File: src/hw/rtl/ppt_pkg.sv
// Shared types and constants for the point-in-polytope test block.
// No dependencies; imported by every module under hw/rtl.
`timescale 1ns / 1ps

package ppt_pkg;

    localparam int FRAC_BITS   = 16;
    localparam int ROW_IDX_W   = 5;
    localparam int COUNT_W     = 6;
    localparam int M_TDATA_W   = 8;

    localparam logic OP_WRITE = 1'b0;
    localparam logic OP_QUERY = 1'b1;

    typedef enum logic [1:0] {
        ST_IDLE,
        ST_RUN,
        ST_DONE
    } ppt_state_t;

    // per-cell control: load from the write request, or take the neighbor's row
    typedef struct packed {
        logic load;
        logic shift;
    } cell_ctrl_t;

    typedef struct packed {
        logic start;
        logic issue;
    } eval_ctrl_t;

endpackage

File: src/hw/rtl/ppt_cell.sv
// One storage cell of the plane ring: holds a row (normal x, y, z, offset).
// Depends on ppt_pkg.
`timescale 1ns / 1ps

module ppt_cell #(
    parameter int COORD_WIDTH = 32
) (
    input  logic                       aclk,
    input  ppt_pkg::cell_ctrl_t        ctrl,
    input  logic [4*COORD_WIDTH-1:0]   wr_row,
    input  logic [4*COORD_WIDTH-1:0]   nbr_row,
    output logic [4*COORD_WIDTH-1:0]   row
);
    import ppt_pkg::*;

    logic [4*COORD_WIDTH-1:0] row_reg;

    always_ff @(posedge aclk) begin
        if (ctrl.load) begin
            row_reg <= wr_row;
        end else if (ctrl.shift) begin
            row_reg <= nbr_row;
        end
    end

    assign row = row_reg;

endmodule

File: config.mk
export PLATFORM = sky130hd
export DESIGN_NAME = ppt_cell
export DESIGN_NICKNAME = d
export VERILOG_FILES = /design/src/hw/rtl/ppt_pkg.sv /design/src/hw/rtl/ppt_cell.sv
export SDC_FILE = /design/constraint.sdc
export NUM_CORES = 1
export LEC_CHECK = 0
export ABC_AREA = 1
export BUFFER_PORTS_ARGS = -buffer_cell sky130_fd_sc_hd__buf_2
export CAP_MARGIN = 15
export CORE_AREA = 5 5 149 151
export CTS_CLUSTER_DIAMETER = 80
export DETAILED_ROUTE_END_ITERATION = 6
export DIE_AREA = 0 0 154 156
export PLACE_DENSITY = 0.59
export SLEW_MARGIN = 25
export SYNTH_ARGS = -nofsm -noshare
export SYNTH_HDL_FRONTEND = slang
export SYNTH_SLANG_ARGS = --single-unit
File: constraint.sdc
create_clock -name aclk -period 3.4 [get_ports aclk]
set_clock_uncertainty 0.15 [all_clocks]
set_input_delay 0.68 -clock aclk [delete_from_list [all_inputs] [get_ports aclk]]
set_output_delay 0.68 -clock aclk [all_outputs]
set_load 0.02 [all_outputs]
==> results.txt <==
Die Y - 156 um
Crit path DAT - 1.02 ns
Post-Syn Area - 0.00547 sq mm
NetSw - 1.21 mW
Drt first pass iters - 4
Ant diodes - 0
Effective utilization at floorplan - 0.264
Net Sw Frac - 0.256
Placement Cell Area - 0.00767 sq mm
Most frequent cells in the layout - buf_2, nand2_1, edfxtp_1
GRT Overall Usage - 0.137
Sequential share of the synthesized area - 0.703
Avg Cell Area, Syn - 10.1 sq um
Final Util - 0.402
Worst hold margin - 0.383 ns
Max incr delay on CP - 0.43 ns
First-pass GRT wire length - 25.8 mm
Fin crit share - 0.543
Htree depth - 4
Vias in the first global route - 4862
Die width - 154 um
DRT met1 WL - 6.66 mm
CP max-delay cell - edfxtp_1
Initial antenna violation count - 1
Core ar. - 0.0207 sq mm
Hold wc startpoint - nbr_row[117]
CTS Hold Bufs - 0
Maximum VDD drop - 298 uV
Clock power frac - 0.419
Highest Signal Layer - met5
Worst hold stages - 3
YS warnings - 0
Final instance area - 0.00831 sq mm
Setup TNS Final - 0 ns
Initial drt markers - 322
DRT Wirelength - 17.4 mm
Worst-path fanout max - 1
WP data required - 2.57 ns
CP Launch Point - row[76]$_DFFE_PP_
Pint - 3.52 mW
Share of power burned in registers - 0.419
TritonCTS clock tree - done
Setup CP Type - flip-flop to output pin
Max reg flops - 128
Hold Path Sink - row[117]$_DFFE_PP_
Synth top area share - 0.703
Std-Cell Rows - 53
Logic pwr share - 0.162
Clk sink count - 128
Reg clk slew, reported paths - 0.06 ns
CP Launch Type - flip-flop
Pins Over Slew Limit - 0
Final Hold Vio Count - 0
Final Critical Period - 1.85 ns
Post-CTS setup buffer count - 0
Area grow syn2layout - 52.0%
Worst hold path type - input port to flip-flop
Number of max-cap violations - 0
Worst path bufs/invs - 1
Wire per inst - 14.4 um
Synth area leader - edfxtp_1
Lkg Pwr - 4.33 nW
DRC errors left - 0
Vias per cell - 4.07
Die area - 0.0240 sq mm
RSZ-0062 raised after global routing - no
DR vias - 4928
Max Fclk - 541 MHz
Slew @ Worst Pin - 0.498 ns
ANT nets after route - 0
Commonest non-fill, non-tap cell in the layout - buf_2
Max Buffers Root-to-Sink - 2
Pre-CTS worst setup slack - 1.38 ns
Power Density - 569 mW/mm^2
Setup ws final - 1.55 ns
Share of layout cells above drive strength 1 - 0.451
Final Power - 4.73 mW
Wire length on met3 - 1.90 mm
Fin nets - 1184
Yosys reg bits - 128
Cells after synthesis - 542
Placed cells - 1181
Root buf cell - clkbuf_16
CTS buffer count - 17
CP delay by family, top - flip-flops
GRT overflow - 0
Routed length on met2 - 8.59 mm
Non-Filler Instances - 1212
Crit end category - output pin
Detailed Place HPWL - 13.5 mm
Status - complete, no violations
Slew margin rel. - 0.668
# IOs - 387
Distinct cells, synth - 6
# setup viols final - 0
Largest net degree at the start of global routing - 71
I/O Buffers - 386
Worst path cell trace - buf_2
Synthesized Nets - 801
Post-CTS sizing - 0
Placer congestion estimate - 0.816
Top post-synthesis cells by area - edfxtp_1, nand2_1, buf_4
==> cell usage after synthesis <==
cell / number
nand2_1: 384
edfxtp_1: 128
buf_2: 14
buf_4: 14
inv_2: 1
or2_2: 1
==> worst max path at each step <==
stage / endpoint / slack (ns) / cells past startpoint
after global routing: row[76] / 1.52 / 1
after detailed placement: row[48]$_DFFE_PP_ / 1.38 / 5
after CTS: row[76] / 1.52 / 1
final: row[76] / 1.55 / 1
after global placement: row[48]$_DFFE_PP_ / 1.37 / 5
after floorplan: row[0]$_DFFE_PP_ / 0.42 / 2
==> layout make-up <==
type | instances | area (sq um)
fill | 2072 | 12400
sequential | 128 | 3840
timing repair buffer | 392 | 2030
multi-input combinational | 385 | 1450
clock buffer | 18 | 429
tap | 275 | 344
clock inverter | 13 | 211
inverter | 1 | 6.26
==> power by group through the flow <==
stage	clock network [mW]	registers (mW)	logic, mW
2_1_floorplan	0	2.25	0.170
3_3_place_gp	0	2.01	0.780
3_5_place_dp	0	2.02	0.782
4_1_cts	2.04	1.99	0.782
5_1_grt	2.12	2.00	0.835
6_report	1.98	1.98	0.768
==> logic make-up (layout without fill, tap and decap cells) <==
kind of cell           after synthesis  count (layout)  share of synthesized area
buffers and inverters               29             424                     0.0327
and+or+nand+nor                    385             385                      0.265
DFF                                128             128                      0.703
==> metal layers <==
metal  track usage  up-vias
li1              -     2510
met5             0        -
met1         0.157     2148
met3        0.0599       17
met4        0.0446        2
met2         0.231      251
Note: power is estimated with default switching activity, not from simulation.
